## config.mk

```make
export PLATFORM = sky130hd
export DESIGN_NAME = diff_drive_profiled_pi_step_unit
export DESIGN_NICKNAME = d
export VERILOG_FILES = /design/src/rtl/ddpi_pkg.sv /design/src/rtl/diff_drive_profiled_pi_step_unit.sv /design/src/rtl/ddpi_ctrl.sv /design/src/rtl/ddpi_dpath.sv
export SDC_FILE = /design/constraint.sdc
export NUM_CORES = 2
export LEC_CHECK = 0
export BUFFER_PORTS_ARGS = -buffer_cell sky130_fd_sc_hd__buf_2
export CORE_MARGIN = 5
export CORE_UTILIZATION = 45
export CTS_BUF_LIST = sky130_fd_sc_hd__clkbuf_4
export DETAILED_ROUTE_END_ITERATION = 12
export HOLD_SLACK_MARGIN = 0.03
export MAX_ROUTING_LAYER = met4
export PLACE_DENSITY = 0.66
export SYNTH_ARGS = -nofsm -noshare
export SYNTH_HDL_FRONTEND = slang
export SYNTH_SLANG_ARGS = --single-unit
export TNS_END_PERCENT = 50
```

## constraint.sdc

```tcl
create_clock -name aclk -period 10.17 [get_ports aclk]
set_input_delay 1.5255 -clock aclk [delete_from_list [all_inputs] [get_ports aclk]]
set_output_delay 1.5255 -clock aclk [all_outputs]
set_load 0.02 [all_outputs]
```

## src/rtl/ddpi_pkg.sv

```systemverilog
// ----------------------------------------------------------------------------
// ddpi_pkg
// Shared types, constants and arithmetic helpers for the profiled PI step unit.
// ----------------------------------------------------------------------------
package ddpi_pkg;

    localparam int TRAVEL_W   = 24;
    localparam int SPEED_W    = 16;
    localparam int DRIVE_W    = 9;
    localparam int CFG_IDX_W  = 3;
    localparam int CFG_DATA_W = 24;
    localparam int QUOT_W     = 42;
    localparam int WIDE_W     = 50;

    localparam logic [CFG_IDX_W-1:0] REG_MODE      = 3'd0;
    localparam logic [CFG_IDX_W-1:0] REG_TARGET    = 3'd1;
    localparam logic [CFG_IDX_W-1:0] REG_CRUISE    = 3'd2;
    localparam logic [CFG_IDX_W-1:0] REG_GAIN_PROP = 3'd3;
    localparam logic [CFG_IDX_W-1:0] REG_GAIN_INT  = 3'd4;
    localparam logic [CFG_IDX_W-1:0] REG_GAIN_X    = 3'd5;
    localparam logic [CFG_IDX_W-1:0] REG_DRIVE_MIN = 3'd6;
    localparam logic [CFG_IDX_W-1:0] REG_DRIVE_MAX = 3'd7;

    localparam int STRAIGHT_TOL = 80;
    localparam int TURN_TOL     = 8;

    typedef enum logic [3:0] {
        S_IDLE, S_PREP1, S_PREP2, S_BRANCH, S_MUL_NUM, S_DIV_LOAD, S_DIV,
        S_SET_ERR, S_INTEG, S_MR1, S_MR2, S_ML1, S_ML2, S_MC, S_CORR, S_FIN
    } state_t;

    typedef enum logic [3:0] {
        OP_NONE, OP_LOAD, OP_PREP1, OP_PREP2, OP_MUL_NUM, OP_DIV_LOAD,
        OP_DIV_STEP, OP_SET_ERR, OP_INTEG, OP_MR1, OP_MR2, OP_ML1, OP_ML2,
        OP_MC, OP_CORR, OP_FIN
    } op_t;

    typedef enum logic [1:0] {
        PK_ZERO, PK_DIV, PK_CRUISE
    } prof_kind_t;

    typedef struct packed {
        logic arrived;
        logic need_div;
        logic div_last;
    } dp_status_t;

    // Saturate a wide signed value to the signed 32-bit range.
    function automatic logic signed [31:0] sat32(input logic signed [WIDE_W-1:0] v);
        if (v > 50'sd2147483647) begin
            return 32'sh7FFF_FFFF;
        end else if (v < -50'sd2147483648) begin
            return 32'sh8000_0000;
        end
        return v[31:0];
    endfunction

    // Arithmetic right shift that rounds toward zero, as a signed divide would.
    function automatic logic signed [WIDE_W-1:0] trunc_shr(input logic signed [WIDE_W-1:0] v,
                                                          input int sh);
        logic signed [WIDE_W-1:0] bias;
        bias = (v < 0) ? ((50'sd1 <<< sh) - 50'sd1) : 50'sd0;
        return (v + bias) >>> sh;
    endfunction

    // Clamp to the drive band of one wheel; the low bound is tested first, so if inverted it wins below it.
    function automatic logic signed [DRIVE_W-1:0] band(input logic signed [WIDE_W-1:0] v,
                                                      input logic neg,
                                                      input logic [7:0] mn,
                                                      input logic [7:0] mx);
        logic signed [WIDE_W-1:0] lo;
        logic signed [WIDE_W-1:0] hi;
        logic signed [WIDE_W-1:0] r;
        lo = neg ? -$signed({42'd0, mx}) : $signed({42'd0, mn});
        hi = neg ? -$signed({42'd0, mn}) : $signed({42'd0, mx});
        if (v < lo) begin
            r = lo;
        end else if (v > hi) begin
            r = hi;
        end else begin
            r = v;
        end
        return r[DRIVE_W-1:0];
    endfunction

endpackage

```

## src/rtl/diff_drive_profiled_pi_step_unit.sv

```systemverilog
// ----------------------------------------------------------------------------
// diff_drive_profiled_pi_step_unit
// Trapezoidal-profile PI velocity step for a two-wheel differential drive.
// ----------------------------------------------------------------------------
// One transfer on the s_ channel is one control tick; exactly one result
// transfer follows on the m_ channel. A tick that lands inside the arrival
// tolerance skips from preparation to the result, a tick on the cruise plateau
// or with a zero target runs the PI products, and a tick on either ramp also
// runs the divider first, because the ramp set point is divided by the target
// distance in a radix-2 divider that retires one of 42 quotient bits per cycle.
// All products go through a single shared 17 x 33 multiplier, one per cycle.
// The unit works on one tick at a time; the result sits in an output register,
// so the next tick can be accepted while the previous result still waits for
// m_ready. Configuration writes are always accepted, clear both integrators,
// and are meant to arrive only while the unit is idle.
// ----------------------------------------------------------------------------
module diff_drive_profiled_pi_step_unit
    import ddpi_pkg::*;
(
    input  logic                        aclk,
    input  logic                        aresetn,

    input  logic                        s_valid,
    output logic                        s_ready,
    input  logic signed [TRAVEL_W-1:0]  s_travel_right,
    input  logic signed [TRAVEL_W-1:0]  s_travel_left,
    input  logic signed [TRAVEL_W-1:0]  s_travel_centre,
    input  logic signed [SPEED_W-1:0]   s_speed_right,
    input  logic signed [SPEED_W-1:0]   s_speed_left,

    output logic                        m_valid,
    input  logic                        m_ready,
    output logic signed [DRIVE_W-1:0]   m_drive_right,
    output logic signed [DRIVE_W-1:0]   m_drive_left,
    output logic                        m_arrived,

    input  logic                        cfg_valid,
    output logic                        cfg_ready,
    input  logic [CFG_IDX_W-1:0]        cfg_index,
    input  logic [CFG_DATA_W-1:0]       cfg_data
);

    op_t        op;
    dp_status_t status;

    // The register file never stalls a configuration transfer.
    assign cfg_ready = 1'b1;

    ddpi_ctrl u_ctrl (
        .aclk    (aclk),
        .aresetn (aresetn),
        .s_valid (s_valid),
        .s_ready (s_ready),
        .m_valid (m_valid),
        .m_ready (m_ready),
        .status  (status),
        .op      (op)
    );

    ddpi_dpath u_dpath (
        .aclk          (aclk),
        .aresetn       (aresetn),
        .op            (op),
        .status        (status),
        .cfg_we        (cfg_valid && cfg_ready),
        .cfg_index     (cfg_index),
        .cfg_data      (cfg_data),
        .travel_right  (s_travel_right),
        .travel_left   (s_travel_left),
        .travel_centre (s_travel_centre),
        .speed_right   (s_speed_right),
        .speed_left    (s_speed_left),
        .drive_right   (m_drive_right),
        .drive_left    (m_drive_left),
        .arrived       (m_arrived)
    );

    // An arrived result always carries zero drive on both wheels.
    a_arrived_zero: assert property (@(posedge aclk) disable iff (!aresetn)
        m_valid && m_arrived |-> (m_drive_right == 9'sd0) && (m_drive_left == 9'sd0))
        else $error("arrived result with nonzero drive");

    // The band limits keep every drive inside +/-255.
    a_drive_range: assert property (@(posedge aclk) disable iff (!aresetn)
        m_valid |-> (m_drive_right != -9'sd256) && (m_drive_left != -9'sd256))
        else $error("drive outside the PWM range");

    // After a tick is accepted, s_ready is low in the cycle that follows.
    a_busy_after_accept: assert property (@(posedge aclk) disable iff (!aresetn)
        s_valid && s_ready |=> !s_ready)
        else $error("input accepted twice in a row");

endmodule

```

## src/rtl/ddpi_ctrl.sv

```systemverilog
// ----------------------------------------------------------------------------
// ddpi_ctrl
// Sequencer that steps the datapath through one control tick.
// ----------------------------------------------------------------------------
module ddpi_ctrl
    import ddpi_pkg::*;
(
    input  logic       aclk,
    input  logic       aresetn,
    input  logic       s_valid,
    output logic       s_ready,
    output logic       m_valid,
    input  logic       m_ready,
    input  dp_status_t status,
    output op_t        op
);

    state_t state_reg, state_next;
    logic   m_valid_reg, m_valid_next;

    always_ff @(posedge aclk) begin
        if (!aresetn) begin
            state_reg   <= S_IDLE;
            m_valid_reg <= 1'b0;
        end else begin
            state_reg   <= state_next;
            m_valid_reg <= m_valid_next;
        end
    end

    always_comb begin
        state_next   = state_reg;
        op           = OP_NONE;
        s_ready      = 1'b0;
        m_valid_next = (m_valid_reg && m_ready) ? 1'b0 : m_valid_reg;
        unique case (state_reg)
            S_IDLE: begin
                s_ready = 1'b1;
                if (s_valid) begin
                    op         = OP_LOAD;
                    state_next = S_PREP1;
                end
            end
            S_PREP1: begin
                op         = OP_PREP1;
                state_next = S_PREP2;
            end
            S_PREP2: begin
                op         = OP_PREP2;
                state_next = S_BRANCH;
            end
            S_BRANCH: begin
                if (status.arrived) begin
                    state_next = S_FIN;
                end else if (status.need_div) begin
                    state_next = S_MUL_NUM;
                end else begin
                    state_next = S_SET_ERR;
                end
            end
            S_MUL_NUM: begin
                op         = OP_MUL_NUM;
                state_next = S_DIV_LOAD;
            end
            S_DIV_LOAD: begin
                op         = OP_DIV_LOAD;
                state_next = S_DIV;
            end
            S_DIV: begin
                op = OP_DIV_STEP;
                if (status.div_last) begin
                    state_next = S_SET_ERR;
                end
            end
            S_SET_ERR: begin
                op         = OP_SET_ERR;
                state_next = S_INTEG;
            end
            S_INTEG: begin
                op         = OP_INTEG;
                state_next = S_MR1;
            end
            S_MR1: begin
                op         = OP_MR1;
                state_next = S_MR2;
            end
            S_MR2: begin
                op         = OP_MR2;
                state_next = S_ML1;
            end
            S_ML1: begin
                op         = OP_ML1;
                state_next = S_ML2;
            end
            S_ML2: begin
                op         = OP_ML2;
                state_next = S_MC;
            end
            S_MC: begin
                op         = OP_MC;
                state_next = S_CORR;
            end
            S_CORR: begin
                op         = OP_CORR;
                state_next = S_FIN;
            end
            S_FIN: begin
                if (!m_valid_reg || m_ready) begin
                    op           = OP_FIN;
                    m_valid_next = 1'b1;
                    state_next   = S_IDLE;
                end
            end
            default: begin
                state_next = S_IDLE;
            end
        endcase
    end

    assign m_valid = m_valid_reg;

endmodule

```

## src/rtl/ddpi_dpath.sv

```systemverilog
// ----------------------------------------------------------------------------
// ddpi_dpath
// Registers, shared multiplier, radix-2 divider and clamps of the PI step.
// ----------------------------------------------------------------------------
module ddpi_dpath
    import ddpi_pkg::*;
(
    input  logic                        aclk,
    input  logic                        aresetn,
    input  op_t                         op,
    output dp_status_t                  status,
    input  logic                        cfg_we,
    input  logic [CFG_IDX_W-1:0]        cfg_index,
    input  logic [CFG_DATA_W-1:0]       cfg_data,
    input  logic signed [TRAVEL_W-1:0]  travel_right,
    input  logic signed [TRAVEL_W-1:0]  travel_left,
    input  logic signed [TRAVEL_W-1:0]  travel_centre,
    input  logic signed [SPEED_W-1:0]   speed_right,
    input  logic signed [SPEED_W-1:0]   speed_left,
    output logic signed [DRIVE_W-1:0]   drive_right,
    output logic signed [DRIVE_W-1:0]   drive_left,
    output logic                        arrived
);

    // Configuration.
    logic                       mode_reg;
    logic signed [23:0]         target_reg;
    logic [14:0]                cruise_reg;
    logic [15:0]                gp_reg, gi_reg, gx_reg;
    logic [7:0]                 dmin_reg, dmax_reg;
    logic signed [31:0]         integ_r_reg, integ_l_reg;

    // Latched tick inputs.
    logic signed [TRAVEL_W-1:0] tr_reg, tl_reg, tc_reg;
    logic signed [SPEED_W-1:0]  sr_reg, sl_reg;

    // Preparation results.
    logic signed [25:0]         dx_reg, ec_reg, xs_reg, cd_reg;
    logic [23:0]                dmag_reg;
    logic                       dirneg_reg;
    logic                       arrived_reg;
    prof_kind_t                 kind_reg;
    logic [24:0]                m_reg;
    logic                       nsgn_reg, sh2_reg;

    // Divider, multiplier and accumulation.
    logic [QUOT_W-1:0]          dvd_reg;
    logic [23:0]                rem_reg;
    logic [5:0]                 cnt_reg;
    logic signed [WIDE_W-1:0]   prod_reg, acc_reg;
    logic signed [31:0]         err_r_reg, err_l_reg, corr_reg;
    logic signed [DRIVE_W-1:0]  dr_reg, dl_reg;
    logic signed [DRIVE_W-1:0]  out_r_reg, out_l_reg;
    logic                       out_arr_reg;

    // Combinational helpers.
    logic signed [25:0] tr26, tl26, tc26, t26, dx26, abs_tc;
    logic signed [26:0] dxt27;
    logic signed [27:0] d28, x28, dmx28, dx28, adx28, tdiff28, ec28;
    logic               arr_now;
    logic [15:0]        mul_a;
    logic signed [32:0] mul_b;
    logic signed [WIDE_W-1:0] mul_p;
    logic [24:0]        rem_sh;
    logic               div_ge;
    logic signed [43:0] quot44, prof44, set44, setl44;
    logic               dirneg_l;
    logic signed [WIDE_W-1:0] fin_r, fin_l;

    assign tr26   = 26'(tr_reg);
    assign tl26   = 26'(tl_reg);
    assign tc26   = 26'(tc_reg);
    assign t26    = 26'(target_reg);
    assign dx26   = tr26 - tl26;
    assign abs_tc = (tc26 < 0) ? -tc26 : tc26;
    assign dxt27  = 27'(dx26) - 27'(t26);

    assign d28     = $signed({4'd0, dmag_reg});
    assign x28     = 28'(xs_reg);
    assign dmx28   = d28 - x28;
    assign dx28    = 28'(dx_reg);
    assign adx28   = (dx28 < 0) ? -dx28 : dx28;
    assign tdiff28 = adx28 - d28;
    assign ec28    = 28'(ec_reg);
    assign arr_now = mode_reg ? ((tdiff28 <= 28'sd8) && (tdiff28 >= -28'sd8))
                              : ((ec28 <= 28'sd80) && (ec28 >= -28'sd80));

    always_comb begin
        mul_a = gp_reg;
        mul_b = 33'(err_r_reg);
        unique case (op)
            OP_MUL_NUM: begin
                mul_a = {1'b0, cruise_reg};
                mul_b = $signed({8'd0, m_reg});
            end
            OP_MR2: begin
                mul_a = gi_reg;
                mul_b = 33'(integ_r_reg);
            end
            OP_ML1: begin
                mul_a = gp_reg;
                mul_b = 33'(err_l_reg);
            end
            OP_ML2: begin
                mul_a = gi_reg;
                mul_b = 33'(integ_l_reg);
            end
            OP_MC: begin
                mul_a = gx_reg;
                mul_b = 33'(cd_reg);
            end
            default: begin
                mul_a = gp_reg;
                mul_b = 33'(err_r_reg);
            end
        endcase
    end

    assign mul_p  = $signed({1'b0, mul_a}) * mul_b;
    assign rem_sh = {rem_reg, dvd_reg[QUOT_W-1]};
    assign div_ge = rem_sh >= {1'b0, dmag_reg};

    always_comb begin
        quot44 = $signed({2'b00, dvd_reg});
        unique case (kind_reg)
            PK_DIV:    prof44 = nsgn_reg ? -quot44 : quot44;
            PK_CRUISE: prof44 = $signed({29'd0, cruise_reg});
            default:   prof44 = 44'sd0;
        endcase
        set44  = dirneg_reg ? -prof44 : prof44;
        setl44 = mode_reg ? -set44 : set44;
    end

    assign dirneg_l = mode_reg ? ~dirneg_reg : dirneg_reg;
    assign fin_r = mode_reg ? (50'(dr_reg) + 50'(corr_reg)) : (50'(dr_reg) - 50'(corr_reg));
    assign fin_l = mode_reg ? (50'(dl_reg) - 50'(corr_reg)) : (50'(dl_reg) + 50'(corr_reg));

    // Configuration and control state.
    always_ff @(posedge aclk) begin
        if (!aresetn) begin
            mode_reg    <= 1'b0;
            target_reg  <= '0;
            cruise_reg  <= '0;
            gp_reg      <= '0;
            gi_reg      <= '0;
            gx_reg      <= '0;
            dmin_reg    <= '0;
            dmax_reg    <= 8'd255;
            integ_r_reg <= '0;
            integ_l_reg <= '0;
            cnt_reg     <= '0;
        end else if (cfg_we) begin
            unique case (cfg_index)
                REG_MODE:      mode_reg   <= cfg_data[0];
                REG_TARGET:    target_reg <= $signed(cfg_data[23:0]);
                REG_CRUISE:    cruise_reg <= cfg_data[14:0];
                REG_GAIN_PROP: gp_reg     <= cfg_data[15:0];
                REG_GAIN_INT:  gi_reg     <= cfg_data[15:0];
                REG_GAIN_X:    gx_reg     <= cfg_data[15:0];
                REG_DRIVE_MIN: dmin_reg   <= cfg_data[7:0];
                REG_DRIVE_MAX: dmax_reg   <= cfg_data[7:0];
                default:       mode_reg   <= mode_reg;
            endcase
            integ_r_reg <= '0;
            integ_l_reg <= '0;
        end else begin
            if (op == OP_INTEG) begin
                integ_r_reg <= sat32(50'(integ_r_reg) + 50'(err_r_reg));
                integ_l_reg <= sat32(50'(integ_l_reg) + 50'(err_l_reg));
            end
            if (op == OP_DIV_LOAD) begin
                cnt_reg <= 6'(QUOT_W - 1);
            end else if (op == OP_DIV_STEP) begin
                cnt_reg <= cnt_reg - 6'd1;
            end
        end
    end

    // Payload registers.
    always_ff @(posedge aclk) begin
        unique case (op)
            OP_LOAD: begin
                tr_reg <= travel_right;
                tl_reg <= travel_left;
                tc_reg <= travel_centre;
                sr_reg <= speed_right;
                sl_reg <= speed_left;
            end
            OP_PREP1: begin
                dx_reg     <= dx26;
                ec_reg     <= tc26 - t26;
                xs_reg     <= mode_reg ? dx26 : abs_tc;
                cd_reg     <= mode_reg ? (tr26 + tl26) : dx26;
                dmag_reg   <= 24'((t26 < 0) ? -t26 : t26);
                dirneg_reg <= mode_reg ? (dxt27 >= 0) : ((tc26 - t26) >= 0);
            end
            OP_PREP2: begin
                arrived_reg <= arr_now;
                nsgn_reg    <= 1'b0;
                sh2_reg     <= 1'b0;
                m_reg       <= '0;
                if (dmag_reg == 24'd0) begin
                    kind_reg <= PK_ZERO;
                end else if ((x28 <<< 2) < d28) begin
                    kind_reg <= PK_DIV;
                    nsgn_reg <= x28 < 0;
                    sh2_reg  <= 1'b1;
                    m_reg    <= 25'((x28 < 0) ? -x28 : x28);
                end else if ((dmx28 <<< 1) < d28) begin
                    kind_reg <= PK_DIV;
                    nsgn_reg <= dmx28 < 0;
                    m_reg    <= 25'((dmx28 < 0) ? -dmx28 : dmx28);
                end else begin
                    kind_reg <= PK_CRUISE;
                end
            end
            OP_MUL_NUM: begin
                prod_reg <= mul_p;
            end
            OP_DIV_LOAD: begin
                dvd_reg <= sh2_reg ? {prod_reg[39:0], 2'b00} : {prod_reg[40:0], 1'b0};
                rem_reg <= '0;
            end
            OP_DIV_STEP: begin
                rem_reg <= div_ge ? 24'(rem_sh - {1'b0, dmag_reg}) : rem_sh[23:0];
                dvd_reg <= {dvd_reg[QUOT_W-2:0], div_ge};
            end
            OP_SET_ERR: begin
                err_r_reg <= sat32(50'(set44) - 50'(sr_reg));
                err_l_reg <= sat32(50'(setl44) - 50'(sl_reg));
            end
            OP_MR1: begin
                prod_reg <= mul_p;
            end
            OP_MR2: begin
                prod_reg <= mul_p;
                acc_reg  <= prod_reg;
            end
            OP_ML1: begin
                prod_reg <= mul_p;
                acc_reg  <= acc_reg + prod_reg;
            end
            OP_ML2: begin
                prod_reg <= mul_p;
                acc_reg  <= prod_reg;
                dr_reg   <= band(trunc_shr(acc_reg, 8), dirneg_reg, dmin_reg, dmax_reg);
            end
            OP_MC: begin
                prod_reg <= mul_p;
                acc_reg  <= acc_reg + prod_reg;
            end
            OP_CORR: begin
                dl_reg   <= band(trunc_shr(acc_reg, 8), dirneg_l, dmin_reg, dmax_reg);
                corr_reg <= 32'(trunc_shr(prod_reg, 12));
            end
            OP_FIN: begin
                if (arrived_reg) begin
                    out_r_reg   <= '0;
                    out_l_reg   <= '0;
                    out_arr_reg <= 1'b1;
                end else begin
                    out_r_reg   <= band(fin_r, dirneg_reg, dmin_reg, dmax_reg);
                    out_l_reg   <= band(fin_l, dirneg_l, dmin_reg, dmax_reg);
                    out_arr_reg <= 1'b0;
                end
            end
            default: begin
                acc_reg <= acc_reg;
            end
        endcase
    end

    assign status.arrived  = arrived_reg;
    assign status.need_div = (kind_reg == PK_DIV);
    assign status.div_last = (cnt_reg == 6'd0);

    assign drive_right = out_r_reg;
    assign drive_left  = out_l_reg;
    assign arrived     = out_arr_reg;

endmodule
```

==> flow_summary.yaml <==
timing:
  slew_violations: 0
  slew_headroom_pct: 3.326
  fmax_mhz: 99.93
  fin_crit_ns: 10.01
  final_hold_viol_count: 0
  skew_ns: 0.09462
  postLayoutSetupSlackWorst_ns: 0.1634
  fin_crit_sh_pct: 98.39
  setup_viol: 0
  worstMarginPinSlew_ns: 1.414
status:
  status: "completed"
floorplanning:
  start_util_pct: 45.11
  core-area_sq_um: 187400
  floorplan.die_area_sq_um: 196600
  die_w_microns: 443.5
  die_y_microns: 443.5
  row_count: 159
  io-pin-count: 158
cts:
  cts_setup_buffers: 0
  numCtsBuffers: 205
  clk_path_buf_depth: 3
  clkTransAtPathRegs_ns: 0.08
  root_buffer: "clkbuf_4"
  cts.sinks: 737
  tritoncts: "yes"
  cts_htree_levels: 4
  clk_latency_ns: 1.25
power_and_ir_drop:
  power_frac_comb_pct: 44.5
  p_sw_share_pct: 40.95
  leakage_nw: 40.15
  clockPowerShare_pct: 24.0
  peakVddDrop_mv: 0.1353
  power_density_nw_per_um2: 127.4
  seqPwrFrac_pct: 31.5
  netSwitchingPower_mw: 4.877
  p_int_mw: 7.033
detailed_routing:
  drt-initial-drc-count: 6790
  drt-wirelength-per-cell_microns: 22.36
  first_pass_iters: 10
  via_count: 74550
  detail_route.wirelength_microns: 283900
  viasPerCell: 5.873
  final_antenna_net_count: 0
  drc: 0
setup_path:
  reg2reg_slack_ns: 0.16
  worst-path-max-fanout: 31
  max_stage_delay_ns: 0.83
  worst-path-stages: 27
  crit_buf_inv: 2
  end_kind: "register"
  crit_slowest_cell: "nor4_2"
  start_kind: "register"
  worst_path_dominant_cell_family: "simple AND/OR/NAND/NOR gates"
  worstPathArrival_ns: 10.86
  reg2regPathDepth: 27
  required_ns: 11.02
  reg2reg_from: "u_dpath.dvd_reg[0]"
  crit_type: "register to register"
  r2r_end: "u_dpath.err_l_reg[22]"
placed_design:
  placed_area_sq_um: 90690
  hpwl_microns: 233200
  pre_cts_ws_ns: -0.7268
  gp_congestion: 1.048
  portBuffers: 156
logic_synthesis:
  ys_seq_area_share_pct: 24.06
  ys_types: 96
  async_reset_ff_share_pct: 0
  ys_warn_count: 0
  syn-instance-count: 9597
  syn_nets: 11220
  yosys_most_used_dff: "edfxtp_1"
  synth_seq_cells: 737
  synth_area_leaders: "edfxtp_1 20%, ha_1 14%, fa_1 12%, nand2_1 4.7%, xnor2_1 4.6%"
  synth-edff-count: 558
  avgSynthCellArea_sq_um: 8.810
  synth_largest_area_cell: "edfxtp_1"
  netlist.area_leader.share_pct: 19.82
  syn_area_sq_um: 84550
global_routing:
  grt_max_degree: 95
  antenna_found_initial: 5
  grt_pass1_wl_microns: 432200
  overflow: 0
  grt_pass1_vias: 73090
  gr-usage-all-layers_pct: 28.83
final_layout:
  area_growth_pct: 10.54
  multi_input_area_sq_um: 59700
  register_area_sq_um: 20350
  fillCellCount: 17710
  drive_gt1_share_pct: 10.21
  mostFrequentLayoutCells: "1061 x nand2_1, 976 x ha_1, 922 x inv_1"
  utilization_pct: 49.87
  final_common_cell: "nand2_1"
  final_area_sq_um: 93460
  layout.nets: 11650
min_path:
  hold_depth: 1
  holdPathEnd: "u_dpath.tc_reg[21]"
  min_path_type: "input port to register"
  hp-start: "s_travel_centre[21]"
job:
  maxCapViolations: 0
[final cells by class]
type | instances | share of cell area [%]
Multi-Input combinational cell | 7598 | 63.88
Timing Repair Buffer | 566 | 4.378
Antenna cell | 5 | 0.01339
Clock buffer | 287 | 2.305
Clock inverter | 81 | 0.5984
Inverter | 925 | 3.715
Sequential cell | 737 | 21.77
Tap cell | 2495 | 3.340
[cell families (layout without fill, tap and decap cells)]
group                      Yosys count  after routing  synth area share, %
muxes                              168            168                2.022
xor gates and xnor gates           705            705                7.303
DFF                                737            737                24.06
adders and majority gates         1512           1512                26.78
other                                1              6             0.004435
AOI/OAI and AO/OA                 2341           2341                18.01
buffers and inverters             1262           1859                5.638
and+or+nand+nor                   2871           2871                16.18
[worst max path at each step]
stage	from	to	slack, ns
after floorplan	m_ready	u_dpath.prod_reg[49]	0.02
after global placement	m_ready	u_dpath.prod_reg[49]	-0.74
after detailed placement	m_ready	u_dpath.prod_reg[49]	-0.73
after CTS	u_ctrl.state_reg[2]	u_dpath.prod_reg[47]	0.13
after global routing	u_dpath.dvd_reg[0]	u_dpath.err_l_reg[22]	-0.01
final	u_dpath.dvd_reg[0]	u_dpath.err_l_reg[22]	0.16
[synth_stat cells (65+ instances only)]
master	instances
and3_1	66
clkbuf_1	309
a21boi_0	125
a21oi_1	521
dfxtp_1	179
nand3_1	158
xnor2_1	445
mux2i_1	146
a21o_1	282
nand4_1	140
nand2b_1	150
xor2_1	260
ha_1	976
a31oi_1	67
o21ai_0	575
fa_1	506
o31ai_1	98
nand2_1	1063
inv_1	924
nor2b_1	160
o21a_1	113
nor3_1	137
a211oi_1	65
edfxtp_1	558
nor2_1	628
or3_1	66
[power groups by stage]
stage | combinational [mW] | sequential [mW] | clock (mW)
final | 5.30 | 3.75 | 2.86
after global routing | 5.83 | 3.75 | 3.11
after CTS | 5.24 | 3.74 | 2.95
after detailed placement | 5.21 | 3.80 | 0
after global placement | 5.09 | 3.80 | 0
after floorplan | 3.60 | 3.69 | 0
[layer usage]
metal / global-route usage [%] / up-vias / share of wire (%)
li1: - / 34920 / -
met1: 37.55 / 36100 / 43
met2: 44.90 / 2943 / 45
met3: 4.382 / 591 / 7.5
met4: 12.20 / 0 / 5.0
met5: - / - / 0
[metrics by stage]
step	power (mW)	TNS [ns]	hold WS, ns	instances
after floorplan	7.282	0	0.4423	9597
final	11.91	0	0.4280	12690
after global routing	12.69	-0.01220	0.3126	12690
after CTS	11.93	0	0.2767	12690
after detailed placement	9.014	-4.471	0.4604	12320
after global placement	8.892	-3.849	0.4566	12320
[timing repair]
action	4_1_cts	5_1_grt
resized for setup	0	10
hold buffers	0	0
endpoints found under the setup margin	0	36
(Power assumes the default switching activity.)
